===== src/assert_macros.svh =====
// Assertion macros used by the pixel unpacker back end (pfr_back).
// Expects clk_i and rst_ni in the scope of each use.
`ifndef ASSERT_MACROS_SVH
`define ASSERT_MACROS_SVH

// property checked on every rising clock edge outside reset
`define PFR_ASSERT(lbl, prop, msg) \
  lbl: assert property (@(posedge clk_i) disable iff (!rst_ni) (prop)) else $error(msg);

// consequence must hold in the cycle after the antecedent
`define PFR_ASSERT_NEXT(lbl, ante, cons, msg) \
  lbl: assert property (@(posedge clk_i) disable iff (!rst_ni) (ante) |=> (cons)) else $error(msg);

`endif


===== src/pfr_pkg.sv =====
`timescale 1ns / 1ps
// Shared types, constants and helpers for the pixel format to rgb24 unit.
// No dependencies.
package pfr_pkg;

  localparam int MAX_WIDTH = 4096;
  localparam int PAL_DEPTH = 256;
  localparam int PAL_AW    = $clog2(PAL_DEPTH);
  localparam int COL_W     = $clog2(MAX_WIDTH);
  localparam int WID_W     = $clog2(MAX_WIDTH + 1);
  localparam int Q_DEPTH   = 2;
  localparam int Q_AW      = (Q_DEPTH > 1) ? $clog2(Q_DEPTH) : 1;
  localparam int Q_CW      = $clog2(Q_DEPTH + 1);

  // register indexes
  localparam logic [2:0] REG_DEPTH  = 3'd0;
  localparam logic [2:0] REG_ALPHA  = 3'd1;
  localparam logic [2:0] REG_CUSTOM = 3'd2;
  localparam logic [2:0] REG_RMASK  = 3'd3;
  localparam logic [2:0] REG_GMASK  = 3'd4;
  localparam logic [2:0] REG_BMASK  = 3'd5;
  localparam logic [2:0] REG_WIDTH  = 3'd6;

  typedef enum logic [2:0] {
    DEPTH_1  = 3'd0,
    DEPTH_4  = 3'd1,
    DEPTH_8  = 3'd2,
    DEPTH_16 = 3'd3,
    DEPTH_24 = 3'd4,
    DEPTH_32 = 3'd5,
    DEPTH_64 = 3'd6
  } depth_e;

  localparam logic [1:0] ALPHA_NONE = 2'd0;
  localparam logic [1:0] ALPHA_RGBA = 2'd1;
  localparam logic [1:0] ALPHA_GREY = 2'd2;

  localparam logic FUNC_DATA = 1'b0;
  localparam logic FUNC_PAL  = 1'b1;

  localparam logic [31:0] MASK16_R = 32'h0000_7C00;
  localparam logic [31:0] MASK16_G = 32'h0000_03E0;
  localparam logic [31:0] MASK16_B = 32'h0000_001F;
  localparam logic [31:0] MASK32_R = 32'h00FF_0000;
  localparam logic [31:0] MASK32_G = 32'h0000_FF00;
  localparam logic [31:0] MASK32_B = 32'h0000_00FF;

  localparam logic [2:0]  RST_DEPTH  = DEPTH_8;
  localparam logic [1:0]  RST_ALPHA  = ALPHA_NONE;
  localparam logic        RST_CUSTOM = 1'b0;
  localparam logic [12:0] RST_WIDTH  = 13'd1;

  typedef enum logic [3:0] {
    KIND_PAL_WR,
    KIND_PACK1,
    KIND_PACK4,
    KIND_INDEX8,
    KIND_MASK,
    KIND_GREY8,
    KIND_GREY16,
    KIND_RGBA,
    KIND_PASS24,
    KIND_PASS64
  } kind_e;

  typedef struct packed {
    kind_e        kind;
    logic [63:0]  data;
    logic [7:0]   pal_index;
    logic [23:0]  pal_color;
  } item_t;

  typedef struct packed {
    logic [WID_W-1:0] width;
    logic [31:0]      rmask;
    logic [31:0]      gmask;
    logic [31:0]      bmask;
    logic [4:0]       rtop;
    logic [4:0]       gtop;
    logic [4:0]       btop;
  } cfg_t;

  // position of the highest set bit, 0 for an empty mask
  function automatic logic [4:0] top_bit(input logic [31:0] mask);
    logic [4:0] pos;
    pos = '0;
    for (int b = 0; b < 32; b++) begin
      if (mask[b]) begin
        pos = 5'(b);
      end
    end
    return pos;
  endfunction

endpackage


===== src/pfr_front.sv =====
`timescale 1ns / 1ps
// Front end: configuration registers, derived mask setup and word classification.
// Depends on pfr_pkg.
module pfr_front (
  input  logic                clk_i,
  input  logic                rst_ni,
  input  logic                cfg_we_i,
  input  logic [2:0]          cfg_idx_i,
  input  logic [31:0]         cfg_wdata_i,
  input  logic                in_valid_i,
  output logic                in_ready_o,
  input  logic                func_i,
  input  logic [63:0]         data_unit_i,
  input  logic [7:0]          palette_index_i,
  input  logic [23:0]         palette_color_i,
  input  logic                q_ready_i,
  output logic                q_push_o,
  output pfr_pkg::item_t      q_item_o,
  output pfr_pkg::cfg_t       cfg_o
);

  logic [2:0]  depth_q;
  logic [1:0]  alpha_q;
  logic        custom_q;
  logic [31:0] rmask_q, gmask_q, bmask_q;
  logic [12:0] img_width_q;

  always_ff @(posedge clk_i or negedge rst_ni) begin
    if (!rst_ni) begin
      depth_q     <= pfr_pkg::RST_DEPTH;
      alpha_q     <= pfr_pkg::RST_ALPHA;
      custom_q    <= pfr_pkg::RST_CUSTOM;
      rmask_q     <= pfr_pkg::MASK32_R;
      gmask_q     <= pfr_pkg::MASK32_G;
      bmask_q     <= pfr_pkg::MASK32_B;
      img_width_q <= pfr_pkg::RST_WIDTH;
    end else if (cfg_we_i) begin
      case (cfg_idx_i)
        pfr_pkg::REG_DEPTH:  depth_q     <= cfg_wdata_i[2:0];
        pfr_pkg::REG_ALPHA:  alpha_q     <= cfg_wdata_i[1:0];
        pfr_pkg::REG_CUSTOM: custom_q    <= cfg_wdata_i[0];
        pfr_pkg::REG_RMASK:  rmask_q     <= cfg_wdata_i;
        pfr_pkg::REG_GMASK:  gmask_q     <= cfg_wdata_i;
        pfr_pkg::REG_BMASK:  bmask_q     <= cfg_wdata_i;
        pfr_pkg::REG_WIDTH:  img_width_q <= cfg_wdata_i[12:0];
        default: ;
      endcase
    end
  end

  // derived setup, registered off the item path
  logic [31:0]               rm_d, gm_d, bm_d;
  logic [pfr_pkg::WID_W-1:0] width_d;
  pfr_pkg::cfg_t             cfg_q;

  always_comb begin
    if (custom_q) begin
      rm_d = rmask_q;
      gm_d = gmask_q;
      bm_d = bmask_q;
    end else if (depth_q == pfr_pkg::DEPTH_16) begin
      rm_d = pfr_pkg::MASK16_R;
      gm_d = pfr_pkg::MASK16_G;
      bm_d = pfr_pkg::MASK16_B;
    end else begin
      rm_d = pfr_pkg::MASK32_R;
      gm_d = pfr_pkg::MASK32_G;
      bm_d = pfr_pkg::MASK32_B;
    end
    if (img_width_q == '0) begin
      width_d = pfr_pkg::WID_W'(1);
    end else if (32'(img_width_q) > pfr_pkg::MAX_WIDTH) begin
      width_d = pfr_pkg::WID_W'(pfr_pkg::MAX_WIDTH);
    end else begin
      width_d = pfr_pkg::WID_W'(img_width_q);
    end
  end

  always_ff @(posedge clk_i) begin
    cfg_q.width <= width_d;
    cfg_q.rmask <= rm_d;
    cfg_q.gmask <= gm_d;
    cfg_q.bmask <= bm_d;
    cfg_q.rtop  <= pfr_pkg::top_bit(rm_d);
    cfg_q.gtop  <= pfr_pkg::top_bit(gm_d);
    cfg_q.btop  <= pfr_pkg::top_bit(bm_d);
  end

  assign cfg_o = cfg_q;

  // classification
  pfr_pkg::item_t item;
  logic           drop;

  always_comb begin
    item.kind      = pfr_pkg::KIND_INDEX8;
    item.data      = data_unit_i;
    item.pal_index = palette_index_i;
    item.pal_color = palette_color_i;
    drop           = 1'b0;
    if (func_i == pfr_pkg::FUNC_PAL) begin
      item.kind = pfr_pkg::KIND_PAL_WR;
    end else begin
      case (depth_q)
        pfr_pkg::DEPTH_1:  item.kind = pfr_pkg::KIND_PACK1;
        pfr_pkg::DEPTH_4:  item.kind = pfr_pkg::KIND_PACK4;
        pfr_pkg::DEPTH_8:  item.kind = pfr_pkg::KIND_INDEX8;
        pfr_pkg::DEPTH_16: begin
          item.data = 64'(data_unit_i[15:0]);
          item.kind = (alpha_q == pfr_pkg::ALPHA_GREY) ? pfr_pkg::KIND_GREY8
                                                       : pfr_pkg::KIND_MASK;
        end
        pfr_pkg::DEPTH_24: item.kind = pfr_pkg::KIND_PASS24;
        pfr_pkg::DEPTH_32: begin
          item.data = 64'(data_unit_i[31:0]);
          if (alpha_q == pfr_pkg::ALPHA_RGBA) begin
            item.kind = pfr_pkg::KIND_RGBA;
          end else if (alpha_q == pfr_pkg::ALPHA_GREY) begin
            item.kind = pfr_pkg::KIND_GREY16;
          end else begin
            item.kind = pfr_pkg::KIND_MASK;
          end
        end
        pfr_pkg::DEPTH_64: item.kind = pfr_pkg::KIND_PASS64;
        default:           drop = 1'b1;
      endcase
    end
  end

  assign in_ready_o = q_ready_i;
  assign q_push_o   = in_valid_i && q_ready_i && !drop;
  assign q_item_o   = item;

endmodule


===== config.mk =====
export PLATFORM = sky130hd
export DESIGN_NAME = pfr_front
export DESIGN_NICKNAME = d
export VERILOG_FILES = /design/src/assert_macros.svh /design/src/pfr_pkg.sv /design/src/pfr_front.sv
export SDC_FILE = /design/constraint.sdc
export NUM_CORES = 1
export LEC_CHECK = 0
export ABC_AREA = 0
export BUFFER_PORTS_ARGS = -buffer_cell sky130_fd_sc_hd__buf_4
export CAP_MARGIN = 5
export CORE_ASPECT_RATIO = 1.1
export CORE_MARGIN = 8
export CORE_UTILIZATION = 30
export DETAILED_ROUTE_END_ITERATION = 16
export HOLD_SLACK_MARGIN = 0.12
export MAX_ROUTING_LAYER = met4
export PLACE_DENSITY_LB_ADDON = 0.08
export SYNTH_ARGS = -nofsm -noshare
export SYNTH_HDL_FRONTEND = slang
export SYNTH_SLANG_ARGS = --single-unit

===== constraint.sdc =====
create_clock -name clk_i -period 3 [get_ports clk_i]
set_input_delay 0.6 -clock clk_i [delete_from_list [all_inputs] [get_ports clk_i]]
set_output_delay 0.6 -clock clk_i [all_outputs]
set_load 0.02 [all_outputs]

==> impl_metrics.csv <==
group,metric,value,unit
placed_design,port_buffers,266,
die,dieArea,38000,sq um
clock_network,clock_sinks,239,
detailed_routing,drtAntennaViolNets,0,
global_routing,grt_overflow,0,
placed_design,post-place-ws,424,ps
detailed_routing,drt-initial-drc-count,466,
logic_synthesis,synth_top_cell_by_area,"dfxtp_1",
run,maxCapViolations,0,
logic_synthesis,ys_types,61,
clock_network,clk_path_buf_depth,3,
worst_hold_path,hold_depth,3,
power_and_ir_drop,p_seq_frac,0.432,
detailed_routing,firstDrtPassIters,5,
timing,hold_viol_final,0,
timing,maxSlewViolCount,0,
die,die_width,187,um
status,outcome,"completed",
timing,setup_viol,0,
global_routing,grt_pass1_vias,7521,
timing,slew_headroom,0.408,
logic_synthesis,synth_area,9600,sq um
finish,nets,1216,
logic_synthesis,synth_seq_cells,239,
setup_path,cp-start-kind,"register",
worst_hold_path,min_from,"cfg_wdata_i[15]",
clock_network,post_cts.repair.setup_buffers,0,
setup_path,cp-end-kind,"output pin",
setup_path,cp_data_arrival_time,2120,ps
power_and_ir_drop,clkPwrFrac,0.289,
global_routing,grt_pass1_wl,48.5,mm
detailed_routing,via_count,7066,
finish,drive_above_1_share,0.426,
logic_synthesis,synth_top_cell_area_share,0.259,
clock_network,clk_pin_slew,60,ps
worst_hold_path,whs_endpoint,"gmask_q[15]$_DFFE_PN1P_",
power_and_ir_drop,p_int,7.12,mW
setup_path,r2r_cells,6,
die,ios,363,
setup_path,cp_data_required_time,2400,ps
detailed_routing,wirelength,32.2,mm
timing,period_minus_slack,2720,ps
power_and_ir_drop,leakagePower,5.60,nW
logic_synthesis,yosysSeqAreaShare,0.562,
power_and_ir_drop,switching_share,0.330,
placed_design,place_congestion,0.831,
detailed_routing,vias_per_cell,4.65,
logic_synthesis,synth-async-reset-ratio,0.481,
placed_design,dpl.hpwl,24.3,mm
clock_network,clk_latency,530,ps
timing,finalCritPeriodShare,0.908,
finish,fin_util,0.400,
clock_network,cts-buffers-inserted,26,
power_and_ir_drop,p_comb_frac,0.279,
timing,fin_tns_setup,0,ps
logic_synthesis,ys_warn_count,0,
detailed_routing,drcViolationCount,0,
die,die_h,204,um
clock_network,cts_root_buf,"clkbuf_16",
global_routing,grt_use_total,0.169,
logic_synthesis,synth_ff_type,"dfxtp_1",
global_routing,antenna_found_initial,1,
power_and_ir_drop,ir_worst_vdd,0.368,mV
clock_network,cts_max_level,1,
timing,fmax,367,MHz
logic_synthesis,syn-num-nets,995,
setup_path,reg2reg_to,"cfg_o[10]$_SDFF_PP1_",
setup_path,cp_max_fo,2,
finish,area_growth,31.2,%
power_and_ir_drop,netSwitchingPower,3.51,mW
detailed_routing,routedWlPerCell,21.2,um
setup_path,crit_type,"register to output pin",
timing,setup_ws,276,ps
logic_synthesis,netlist_instances,856,
timing,rsz0062_at_grt,"no",
setup_path,ff2ff_setup_slack,750,ps
setup_path,cp-startpoint,"alpha_q[0]$_DFFE_PN0P_",
logic_synthesis,synth.area.top_cells,"dfxtp_1 26%, dfrtp_1 23%, mux2_2 13%",
power_and_ir_drop,p_per_area,845,nW/um^2
logic_synthesis,syn_area_per_cell,11.2,sq um
logic_synthesis,synth_enable_flop_cells,0,
clock_network,tritoncts,"yes",
die,start_util,0.305,
timing,fin_skew,16.1,ps
worst_hold_path,hp-class,"primary input to register",
die,placement_rows,68,
die,fp.coreArea,31500,sq um
finish,final.fill_count,3167,
timing,worstMarginPinSlew,876,ps
global_routing,grt_max_degree,60,
setup_path,timing.rr.start,"custom_q$_DFFE_PN0P_",
-- final cells by class --
type	instances	area, sq um	share of cell area
antenna	1	2.50	0.000199
tap	420	526	0.0417
inverter	27	101	0.00805
timing repair buffer	282	2140	0.170
clock inverter	7	46.3	0.00368
sequential	239	5390	0.429
multi-input combinational	501	3590	0.285
clock buffer	41	787	0.0625
-- routing by layer --
layer  GRT usage  wire length, um
met1       0.205            13900
met2       0.284            15600
met3      0.0384             2110
met4      0.0392              524
met5           -                0
-- critical path: stages, from the launching register on --
cell,delay (ps)
dfrtp_1,350
inv_1,60
ha_1,280
inv_1,50
o21ai_0,90
a2111oi_2,450
buf_4,180
buf_4,130
-- layout by cell type (no fill, tap or decap), types with 24 or more instances in the layout --
master       n
buf_4      279
dfxtp_1    124
mux2_2     107
dfrtp_1     88
and2_1      86
nor2_1      42
nor2b_1     35
a21oi_1     35
nand2_1     35
inv_1       27
dfstp_2     26
clkbuf_16   26
o21ai_0     24
-- per-stage QoR --
| step | instances | cell area (sq um) | power (mW) | hold WS, ps |
|---|---|---|---|---|
| floorplan | 856 | 9600 | 6.22 | 304 |
| global placement | 1468 | 11700 | 7.66 | 473 |
| detailed placement | 1468 | 11700 | 7.67 | 489 |
| CTS | 1517 | 12600 | 10.8 | 298 |
| global route | 1518 | 12600 | 11.2 | 302 |
| finish | 1518 | 12600 | 10.6 | 328 |
-- sequential cells by signal, indices dropped and copies added, names as in the netlist --
register and flops:
depth_q 3, img_width_q 13, rmask_q 32, bmask_q 32, alpha_q 2, custom_q 1
cfg_o 124, gmask_q 32
-- Yosys cell counts, drive strengths merged, types with 3 or more instances --
| master | instances |
|---|---|
| nand3 | 8 |
| clkbuf | 27 |
| and2 | 87 |
| dfxtp | 124 |
| dfstp | 26 |
| a21oi | 35 |
| buf | 62 |
| nor2b | 35 |
| nand4b | 3 |
| a211oi | 4 |
| o41ai | 13 |
| a31oi | 4 |
| nor3 | 14 |
| nor2 | 42 |
| inv | 27 |
| or3 | 4 |
| nor3b | 5 |
| nor4 | 7 |
| o221ai | 3 |
| o31ai | 7 |
| dfrtp | 89 |
| nand2b | 11 |
| o211ai | 3 |
| o21a | 7 |
| o21ai | 28 |
| nand2 | 36 |
| mux2 | 108 |
-- cell families after synthesis --
group	synth area share
mux	0.128
compound gates	0.0874
fa+ha+maj	0.00261
xor+xnor	0.000913
flops	0.562
buf+inv	0.0660
simple gates	0.153
-- power groups by stage --
stage / logic [mW] / registers, mW / clock network (mW)
6_report: 2.96 / 4.60 / 3.07
5_1_grt: 3.22 / 4.71 / 3.32
4_1_cts: 3.03 / 4.61 / 3.18
3_5_place_dp: 3.02 / 4.66 / 0
3_3_place_gp: 3.01 / 4.65 / 0
2_1_floorplan: 1.34 / 4.89 / 0
-- worst max path at each step --
stage | endpoint | slack (ps) | cells after the start
floorplan | q_item_o[97] | 390 | 3
global placement | q_item_o[95] | 500 | 5
detailed placement | q_item_o[75] | 420 | 5
CTS | q_item_o[97] | 30 | 7
global route | q_item_o[59] | 90 | 4
finish | q_item_o[97] | 280 | 7
-- timing repair --
item	CTS	global route
endpoints found under the hold margin	18	0
endpoints found under the setup margin	3	1
hold buffers	1	0
gates resized for setup	2	1
(Power assumes the default switching activity.)
