## src/assert_macros.svh

```systemverilog
// Assertion macros used by the pixel unpacker back end (pfr_back).
// Expects clk_i and rst_ni in the scope of each use.
`ifndef ASSERT_MACROS_SVH
`define ASSERT_MACROS_SVH

// property checked on every rising clock edge outside reset
`define PFR_ASSERT(lbl, prop, msg) \
  lbl: assert property (@(posedge clk_i) disable iff (!rst_ni) (prop)) else $error(msg);

// consequence must hold in the cycle after the antecedent
`define PFR_ASSERT_NEXT(lbl, ante, cons, msg) \
  lbl: assert property (@(posedge clk_i) disable iff (!rst_ni) (ante) |=> (cons)) else $error(msg);

`endif

```

## src/pfr_pkg.sv

```systemverilog
`timescale 1ns / 1ps
// Shared types, constants and helpers for the pixel format to rgb24 unit.
// No dependencies.
package pfr_pkg;

  localparam int MAX_WIDTH = 4096;
  localparam int PAL_DEPTH = 256;
  localparam int PAL_AW    = $clog2(PAL_DEPTH);
  localparam int COL_W     = $clog2(MAX_WIDTH);
  localparam int WID_W     = $clog2(MAX_WIDTH + 1);
  localparam int Q_DEPTH   = 2;
  localparam int Q_AW      = (Q_DEPTH > 1) ? $clog2(Q_DEPTH) : 1;
  localparam int Q_CW      = $clog2(Q_DEPTH + 1);

  // register indexes
  localparam logic [2:0] REG_DEPTH  = 3'd0;
  localparam logic [2:0] REG_ALPHA  = 3'd1;
  localparam logic [2:0] REG_CUSTOM = 3'd2;
  localparam logic [2:0] REG_RMASK  = 3'd3;
  localparam logic [2:0] REG_GMASK  = 3'd4;
  localparam logic [2:0] REG_BMASK  = 3'd5;
  localparam logic [2:0] REG_WIDTH  = 3'd6;

  typedef enum logic [2:0] {
    DEPTH_1  = 3'd0,
    DEPTH_4  = 3'd1,
    DEPTH_8  = 3'd2,
    DEPTH_16 = 3'd3,
    DEPTH_24 = 3'd4,
    DEPTH_32 = 3'd5,
    DEPTH_64 = 3'd6
  } depth_e;

  localparam logic [1:0] ALPHA_NONE = 2'd0;
  localparam logic [1:0] ALPHA_RGBA = 2'd1;
  localparam logic [1:0] ALPHA_GREY = 2'd2;

  localparam logic FUNC_DATA = 1'b0;
  localparam logic FUNC_PAL  = 1'b1;

  localparam logic [31:0] MASK16_R = 32'h0000_7C00;
  localparam logic [31:0] MASK16_G = 32'h0000_03E0;
  localparam logic [31:0] MASK16_B = 32'h0000_001F;
  localparam logic [31:0] MASK32_R = 32'h00FF_0000;
  localparam logic [31:0] MASK32_G = 32'h0000_FF00;
  localparam logic [31:0] MASK32_B = 32'h0000_00FF;

  localparam logic [2:0]  RST_DEPTH  = DEPTH_8;
  localparam logic [1:0]  RST_ALPHA  = ALPHA_NONE;
  localparam logic        RST_CUSTOM = 1'b0;
  localparam logic [12:0] RST_WIDTH  = 13'd1;

  typedef enum logic [3:0] {
    KIND_PAL_WR,
    KIND_PACK1,
    KIND_PACK4,
    KIND_INDEX8,
    KIND_MASK,
    KIND_GREY8,
    KIND_GREY16,
    KIND_RGBA,
    KIND_PASS24,
    KIND_PASS64
  } kind_e;

  typedef struct packed {
    kind_e        kind;
    logic [63:0]  data;
    logic [7:0]   pal_index;
    logic [23:0]  pal_color;
  } item_t;

  typedef struct packed {
    logic [WID_W-1:0] width;
    logic [31:0]      rmask;
    logic [31:0]      gmask;
    logic [31:0]      bmask;
    logic [4:0]       rtop;
    logic [4:0]       gtop;
    logic [4:0]       btop;
  } cfg_t;

  // position of the highest set bit, 0 for an empty mask
  function automatic logic [4:0] top_bit(input logic [31:0] mask);
    logic [4:0] pos;
    pos = '0;
    for (int b = 0; b < 32; b++) begin
      if (mask[b]) begin
        pos = 5'(b);
      end
    end
    return pos;
  endfunction

endpackage

```

## src/pfr_fifo.sv

```systemverilog
`timescale 1ns / 1ps
// Short word queue between the front end and the pixel back end.
// Depends on pfr_pkg.
module pfr_fifo (
  input  logic           clk_i,
  input  logic           rst_ni,
  input  logic           push_i,
  input  pfr_pkg::item_t item_i,
  output logic           ready_o,
  output logic           valid_o,
  output pfr_pkg::item_t item_o,
  input  logic           pop_i
);

  pfr_pkg::item_t             mem_q [pfr_pkg::Q_DEPTH];
  logic [pfr_pkg::Q_AW-1:0]   wr_q, wr_d, rd_q, rd_d;
  logic [pfr_pkg::Q_CW-1:0]   cnt_q, cnt_d;
  logic                       do_push, do_pop;

  assign ready_o = (32'(cnt_q) < pfr_pkg::Q_DEPTH);
  assign valid_o = (cnt_q != '0);
  assign item_o  = mem_q[rd_q];
  assign do_push = push_i && ready_o;
  assign do_pop  = pop_i && valid_o;

  always_comb begin
    wr_d  = wr_q;
    rd_d  = rd_q;
    cnt_d = cnt_q;
    if (do_push) begin
      wr_d = (32'(wr_q) == pfr_pkg::Q_DEPTH - 1) ? '0 : wr_q + 1'b1;
    end
    if (do_pop) begin
      rd_d = (32'(rd_q) == pfr_pkg::Q_DEPTH - 1) ? '0 : rd_q + 1'b1;
    end
    if (do_push && !do_pop) begin
      cnt_d = cnt_q + 1'b1;
    end else if (do_pop && !do_push) begin
      cnt_d = cnt_q - 1'b1;
    end
  end

  always_ff @(posedge clk_i or negedge rst_ni) begin
    if (!rst_ni) begin
      wr_q  <= '0;
      rd_q  <= '0;
      cnt_q <= '0;
    end else begin
      wr_q  <= wr_d;
      rd_q  <= rd_d;
      cnt_q <= cnt_d;
    end
  end

  always_ff @(posedge clk_i) begin
    if (do_push) begin
      mem_q[wr_q] <= item_i;
    end
  end

endmodule

```

## config.mk

```make
export PLATFORM = sky130hd
export DESIGN_NAME = pfr_fifo
export DESIGN_NICKNAME = d
export VERILOG_FILES = /design/src/assert_macros.svh /design/src/pfr_pkg.sv /design/src/pfr_fifo.sv
export SDC_FILE = /design/constraint.sdc
export NUM_CORES = 1
export LEC_CHECK = 0
export ABC_AREA = 1
export BUFFER_PORTS_ARGS = -buffer_cell sky130_fd_sc_hd__buf_2
export CORE_AREA = 3 3 125 127
export DETAILED_ROUTE_END_ITERATION = 12
export DIE_AREA = 0 0 128 130
export PLACE_DENSITY = 0.82
export SETUP_SLACK_MARGIN = 0.15
export SYNTH_ARGS = -nofsm -noshare
export SYNTH_HDL_FRONTEND = slang
export SYNTH_SLANG_ARGS = --single-unit
```

## constraint.sdc

```tcl
create_clock -name clk_i -period 5.95 [get_ports clk_i]
set_input_delay 0.2975 -clock clk_i [delete_from_list [all_inputs] [get_ports clk_i]]
set_output_delay 0.2975 -clock clk_i [all_outputs]
set_load 0.03 [all_outputs]
```

==> results of run 1 <==
## logic make-up after synthesis
kind of cell | count (synthesis)
buffers and inverters | 29
XOR/XNOR | 2
adder cells (fa/ha/maj) | 1
flip-flops | 204
AND/OR/NAND/NOR | 314
## metal layers
| metal | global-route usage | vias to the layer above |
|---|---|---|
| met4 | 0.0449 | 2 |
| met3 | 0.0454 | 34 |
| met5 | 0 | - |
| li1 | - | 2361 |
| met2 | 0.289 | 212 |
| met1 | 0.230 | 2271 |
## cells in the final DEF (no fill, tap or decap)
master	count
xnor2_1	1
clkbuf_1	5
xor2_1	1
dlygate4sd3_1	46
dfrtp_1	3
buf_2	205
nor2_4	2
nand3_1	2
dfrtp_4	1
clkinv_2	3
nand4_1	1
ha_1	1
edfxtp_1	200
clkbuf_16	21
buf_4	6
clkinv_1	7
nand2_1	309
inv_1	6
## worst max path at each step
stage / from / to / slack [ns] / depth (start not counted)
5_1_grt: rd_q$_DFFE_PN0P_ / item_o[84] / 2.72 / 5
2_1_floorplan: cnt_q[1]$_DFFE_PN0P_ / mem_q[0][0]$_DFFE_PP_ / 0.43 / 3
6_report: rd_q$_DFFE_PN0P_ / item_o[84] / 2.96 / 5
3_3_place_gp: rd_q$_DFFE_PN0P_ / item_o[34] / 3.43 / 5
4_1_cts: rd_q$_DFFE_PN0P_ / item_o[12] / 2.91 / 5
3_5_place_dp: rd_q$_DFFE_PN0P_ / item_o[12] / 3.42 / 5
## synthesized netlist by cell type
| master | instances | area [um^2] |
|---|---|---|
| buf_2 | 2 | 10.0 |
| edfxtp_1 | 200 | 6010 |
| nand4_1 | 1 | 6.26 |
| buf_4 | 11 | 82.6 |
| ha_1 | 1 | 12.5 |
| dfrtp_1 | 4 | 100 |
| nand3_1 | 2 | 10.0 |
| buf_6 | 9 | 101 |
| nor2_1 | 2 | 7.51 |
| inv_2 | 1 | 3.75 |
| inv_1 | 6 | 22.5 |
| xor2_1 | 1 | 8.76 |
| nand2_1 | 309 | 1160 |
| xnor2_1 | 1 | 8.76 |
## layout make-up
cell class | instances | share of cell area
clock buffer | 26 | 0.0561
timing repair buffer | 257 | 0.158
sequential | 204 | 0.629
tap | 184 | 0.0237
multi-input combinational | 317 | 0.127
inverter | 7 | 0.00284
clock inverter | 9 | 0.00374
## stage by stage
stage / cell area, um^2 / hold WS (ns)
floorplan: 7540 / 0.00191
global placement: 8670 / 0.107
detailed placement: 8670 / 0.113
CTS: 9590 / 0.000207
global route: 9710 / -0.00155
finish: 9710 / 0.0134
## critical path, stage by stage, from the launching register on
cell and delay [ns]:
dfrtp_4 0.70, clkinv_2 0.25, buf_4 0.76, nand2_1 0.18, nand2_1 0.11, buf_2 0.20
## sequential cells by signal (all words and copies together) (netlist names)
signal and flops:
cnt_q 2, mem_q 200, rd_q 1, wr_q 1
## where the power goes
group,internal (mW),leakage (nW),switching (mW)
clock network,0.640,0.283,0.477
logic,0.466,2.01,1.43
registers,1.92,1.89,0.119
## what timing repair did
item	4_1_cts	5_1_grt
hold buffers	34	12
hold endpoints to repair	69	20
gates resized for setup	0	0
setup endpoints to repair	0	0
==> impl_metrics.env, run 1 <==
export IMPL_cp_max_fo=88
export IMPL_antenna_found_initial=1
export IMPL_min_from="item_i[20]"
export IMPL_worst_r2r_setup_slack_ns=4.14
export IMPL_hp_class="in -> reg"
export IMPL_cts_num_sinks=204
export IMPL_grt_pass1_vias=4728
export IMPL_synth_top_family_by_area="simple AND/OR/NAND/NOR gates"
export IMPL_ys_seq_area_frac=0.810
export IMPL_top_layer="met5"
export IMPL_crit_type="reg -> out"
export IMPL_avgSynthCellArea_um2=13.7
export IMPL_core_area_um2=14500
export IMPL_antenna_cells=0
export IMPL_r2r_start="cnt_q[1]$_DFFE_PN0P_"
export IMPL_drv_slew=0
export IMPL_rows=44
export IMPL_required_ns=5.65
export IMPL_fin_cells=1004
export IMPL_timing_slew_headroom=0.379
export IMPL_dieHeight_um=130
export IMPL_status="completed"
export IMPL_synth_fp_nets=655
export IMPL_gp_congestion=0.715
export IMPL_synth_mux_area_frac=0
export IMPL_start_util=0.519
export IMPL_synth_xor_area_frac=0.00232
export IMPL_io_pins=206
export IMPL_yosys_area_share_simple=0.157
export IMPL_num_vias=4880
export IMPL_tightest_slew_ns=0.932
export IMPL_drt_met1_wl_um=5940
export IMPL_clockBufferDepth=3
export IMPL_wl_um=15300
export IMPL_period_share=0.503
export IMPL_period_minus_slack_ns=2.99
export IMPL_grt_max_degree=89
export IMPL_synth_distinct_cells=14
export IMPL_synth_compound_area_frac=0
export IMPL_multi_input_area_um2=1230
export IMPL_syn_inst=550
export IMPL_synth_warnings=0
export IMPL_ctsRootBufferMaster="clkbuf_16"
export IMPL_maxCapViolations=0
export IMPL_worst_r2r_endpoint="mem_q[1][8]$_DFFE_PP_"
export IMPL_numCtsBuffers=20
export IMPL_io_buffers=205
export IMPL_synthAdderAreaFrac=0.00166
export IMPL_wl_per_cell_um=15.2
export IMPL_first_pass_iters=4
export IMPL_reg2reg_depth=4
export IMPL_grt_overflow=0
export IMPL_cts_tree="built"
export IMPL_cts_setup_buffers=0
export IMPL_dp_worst_setup_slack_ns=3.42
export IMPL_leakage_nw=4.19
export IMPL_die_w_um=128
export IMPL_rsz0062_at_grt="false"
export IMPL_grt_first_pass_wirelength_um=22900
export IMPL_setup_violations=0
export IMPL_dieArea_um2=16600
export IMPL_finClkSkew_ns=0.00485
export IMPL_fill_cells=1011
export IMPL_hold_violations=0
export IMPL_regArea_um2=6110
export IMPL_syn2layout_area_growth_pct=28.8
export IMPL_drt_antenna_violating_nets=0
export IMPL_path_clk_slew_ns=0.06
export IMPL_dr_wl_met2_um=7620
export IMPL_dr_wl_met3_um=1390
export IMPL_irDropWorstVdd_uv=317
export IMPL_power_density_nw_per_um2=520
export IMPL_fmax_ghz=0.334
export IMPL_vias_per_cell=4.86
export IMPL_cp_start_kind="flop"
export IMPL_tns_ns=0
export IMPL_drtIter0Drc=303
export IMPL_drive_gt1_frac=0.290
export IMPL_power_mw=5.05
export IMPL_min_path_cells=1
export IMPL_h_tree_depth=1
export IMPL_insertion_delay_ns=0.47
export IMPL_cp_arrival_ns=2.69
export IMPL_layout_nets=912
export IMPL_setup_slack_ns=2.96
export IMPL_syn_area_um2=7540
export IMPL_dp_hpwl_um=9590
export IMPL_fin_util=0.668
export IMPL_drcViolationCount=0
export IMPL_grt_total_usage=0.173
export IMPL_end_kind="output port"
export IMPL_min_to="mem_q[1][20]$_DFFE_PP_"
export IMPL_synth_seq_cells=204
export IMPL_dp_cells=923
Note: power is estimated with default switching activity, not from simulation.
==> inputs of run 2 (changes only) <==
--- a/config.mk
+++ b/config.mk
@@ -5,12 +5,12 @@
 export SDC_FILE = /design/constraint.sdc
 export NUM_CORES = 1
 export LEC_CHECK = 0
-export ABC_AREA = 1
+export ABC_AREA = 0
 export BUFFER_PORTS_ARGS = -buffer_cell sky130_fd_sc_hd__buf_2
-export CORE_AREA = 3 3 125 127
+export CORE_AREA = 3 3 134 136
 export DETAILED_ROUTE_END_ITERATION = 12
-export DIE_AREA = 0 0 128 130
-export PLACE_DENSITY = 0.82
+export DIE_AREA = 0 0 137 139
+export PLACE_DENSITY = 0.78
 export SETUP_SLACK_MARGIN = 0.15
 export SYNTH_ARGS = -nofsm -noshare
 export SYNTH_HDL_FRONTEND = slang
==> constraint.sdc (replaced) <==
create_clock -name clk_i -period 2.6 [get_ports clk_i]
set_input_delay 0.13 -clock clk_i [delete_from_list [all_inputs] [get_ports clk_i]]
set_output_delay 0.13 -clock clk_i [all_outputs]
set_load 0.03 [all_outputs]
==> impl_metrics.env, run 2 <==
export IMPL_status="completed"
export IMPL_clockBufferDepth=3
export IMPL_io_buffers=205
export IMPL_rows=48
export IMPL_synth_fp_nets=433
export IMPL_syn2layout_area_growth_pct=36.5
export IMPL_grt_pass1_vias=4606
export IMPL_period_share=0.784
export IMPL_grt_first_pass_wirelength_um=23900
export IMPL_maxCapViolations=0
export IMPL_synth_seq_cells=204
export IMPL_tns_ns=0
export IMPL_post_synth_top_area_fraction=0.764
export IMPL_power_mw=11.7
export IMPL_clockPowerShare=0.237
export IMPL_required_ns=2.47
export IMPL_layout_nets=758
export IMPL_cp_arrival_ns=1.91
export IMPL_vias_per_cell=4.71
export IMPL_combinationalPowerShare=0.378
export IMPL_start_util=0.461
export IMPL_synth_edf_count=200
export IMPL_core_area_um2=17100
export IMPL_power_density_nw_per_um2=1090
export IMPL_regMostFlops="mem_q"
export IMPL_p_seq_frac=0.385
export IMPL_ys_seq_area_frac=0.777
export IMPL_drt_antenna_violating_nets=0
export IMPL_critical_path_slowest_cell="dfrtp_4"
export IMPL_syn_area_um2=7860
export IMPL_synth_commonest_cells="200 x edfxtp_1, 90 x mux2_4, 10 x mux2_2"
export IMPL_drv_slew=0
export IMPL_insertion_delay_ns=0.48
export IMPL_timing_slew_headroom=0.512
export IMPL_die_w_um=137
export IMPL_cp_start_kind="flop"
export IMPL_synth_area_top_cells="edfxtp_1 76%, mux2_4 17%, buf_12 2.3%"
export IMPL_swShare=0.335
export IMPL_path_clk_slew_ns=0.06
export IMPL_hp_class="in -> reg"
export IMPL_syn_inst=328
export IMPL_power_switching_mw=3.91
export IMPL_drive_gt1_frac=0.512
export IMPL_antenna_cells=0
export IMPL_ctsRootBufferMaster="clkbuf_16"
export IMPL_mostFrequentLayoutCells="205 x buf_2, 200 x edfxtp_1, 103 x dlygate4sd3_1"
export IMPL_synth_warnings=0
export IMPL_cts_setup_buffers=0
export IMPL_cts_hold_buffers_added=103
export IMPL_cts_tree="built"
export IMPL_grt_max_degree=57
export IMPL_crit_buf_inv=2
export IMPL_min_from="push_i"
export IMPL_wl_um=15500
export IMPL_cts_num_sinks=204
export IMPL_gp_congestion=0.679
export IMPL_grt_overflow=0
export IMPL_critical_path_max_stage_delay_ns=0.44
export IMPL_first_pass_iters=4
export IMPL_drcViolationCount=0
export IMPL_fmax_ghz=0.491
export IMPL_r2r_start="cnt_q[1]$_DFFE_PN0P_"
export IMPL_dp_hpwl_um=9230
export IMPL_yosysMostFrequentCell="edfxtp_1"
export IMPL_grt_total_usage=0.158
export IMPL_cp_startpoint="rd_q$_DFFE_PN0P_"
export IMPL_finClkSkew_ns=0.00538
export IMPL_ys_flop_type="edfxtp_1"
export IMPL_leakage_nw=4.29
export IMPL_rsz0062_at_grt="false"
export IMPL_dieHeight_um=139
export IMPL_tightest_slew_ns=0.731
export IMPL_cp_max_fo=56
export IMPL_irDropWorstVdd_uv=1280
export IMPL_dieArea_um2=19000
export IMPL_hold_violations=0
export IMPL_largest_reg_flops=200
export IMPL_io_pins=206
export IMPL_fin_util=0.629
export IMPL_num_vias=4190
export IMPL_layout_commonest_cell="buf_2"
export IMPL_synth_distinct_cells=16
export IMPL_setup_violations=0
export IMPL_avgSynthCellArea_um2=24.0
export IMPL_numCtsBuffers=20
export IMPL_async_reset_ff_frac=0.0196
export IMPL_top_regs="mem_q x200, cnt_q x2"
export IMPL_wl_per_cell_um=17.4
export IMPL_end_kind="output port"
export IMPL_cpLargestDelayFamily="buffers and inverters"
export IMPL_intPower_mw=7.75
export IMPL_drtIter0Drc=203
export IMPL_period_minus_slack_ns=2.04
export IMPL_netlist_top_cell_by_area="edfxtp_1"
export IMPL_crit_type="reg -> out"
export IMPL_crit_path_cell_trace="buf_12 > mux2_2 > buf_2"
export IMPL_cts_repair_resized=0
export IMPL_antenna_found_initial=0
export IMPL_h_tree_depth=1
## run 2: cell count changes in the layout (fill, tap and decap cells not counted), moves of 2 or more
| cell | before | now |
|---|---|---|
| nand2_1 | 309 | 1 |
| mux2_4 | 0 | 90 |
| dlygate4sd3_1 | 46 | 103 |
| mux2_2 | 0 | 10 |
| inv_1 | 6 | 1 |
| buf_12 | 0 | 3 |
| buf_4 | 6 | 3 |
| bufinv_16 | 0 | 2 |
| clkinv_1 | 7 | 5 |
| clkinv_2 | 3 | 1 |
| nand3_1 | 2 | 0 |
| nor2_4 | 2 | 0 |
| xnor2_1 | 1 | 3 |
## run 2: power groups by stage
stage,Combinational (mW),Sequential [mW],Clock (mW)
floorplan,3.56,4.51,0
global placement,4.25,4.51,0
detailed placement,4.31,4.55,0
CTS,4.45,4.49,2.82
global route,4.65,4.54,2.97
finish,4.42,4.49,2.77
## run 2: per-layer routing
| layer | share of wire | GRT usage | routed length, um | vias to the layer above |
|---|---|---|---|---|
| met5 | 0 | 0 | 0 | - |
| met1 | 0.37 | 0.186 | 5770 | 2042 |
| met2 | 0.53 | 0.284 | 8220 | 170 |
| met3 | 0.075 | 0.0396 | 1160 | 27 |
| met4 | 0.020 | 0.0457 | 308 | 0 |
| li1 | - | - | - | 1951 |
## run 2: layout make-up
type,count,area (um^2)
fillers,1209,6330
flip-flops and latches,204,6110
repair buffers,314,2140
multi-input cells,112,1570
clock buffers,25,541
well taps,225,282
clock inverters,8,83.8
inverters,1,3.75
## run 2: cells by family after synthesis
| kind of cell | share of synthesized area |
|---|---|
| XOR/XNOR | 0.00557 |
| flip-flops | 0.777 |
| AND/OR/NAND/NOR | 0.00414 |
| adder cells (fa/ha/maj) | 0.00159 |
| multiplexers | 0.186 |
| buffers and inverters | 0.0255 |
## run 2: metrics by stage
stage	setup slack [ns]	area (um^2)	instances	hold WS, ns
CTS	0.555	10700	889	0.0960
detailed placement	0.825	9070	753	-0.0607
floorplan	0.0641	7870	328	-0.166
global route	0.498	10700	889	0.107
global placement	0.873	9070	753	-0.0599
finish	0.562	10700	889	0.106
## run 2: worst reg2reg max path, cell delays in order (launching register included)
cell and delay (ns):
dfrtp_1 0.40, nor2b_2 0.22, nor2b_4 0.19, buf_4 0.57
## run 2: path summary, 6_finish.rpt
path	end	slack [ns]	cells after the start
hold reg to reg	cnt_q[0]$_DFFE_PN0P_	0.53	1
min in group asynchronous	cnt_q[1]$_DFFE_PN0P_	0.60	3
hold / removal	wr_q$_DFFE_PN0P_	0.11	3
setup reg to reg	mem_q[0][81]$_DFFE_PP_	0.79	3
setup / recovery	item_o[73]	0.56	3
max in group asynchronous	rd_q$_DFFE_PN0P_	1.81	3
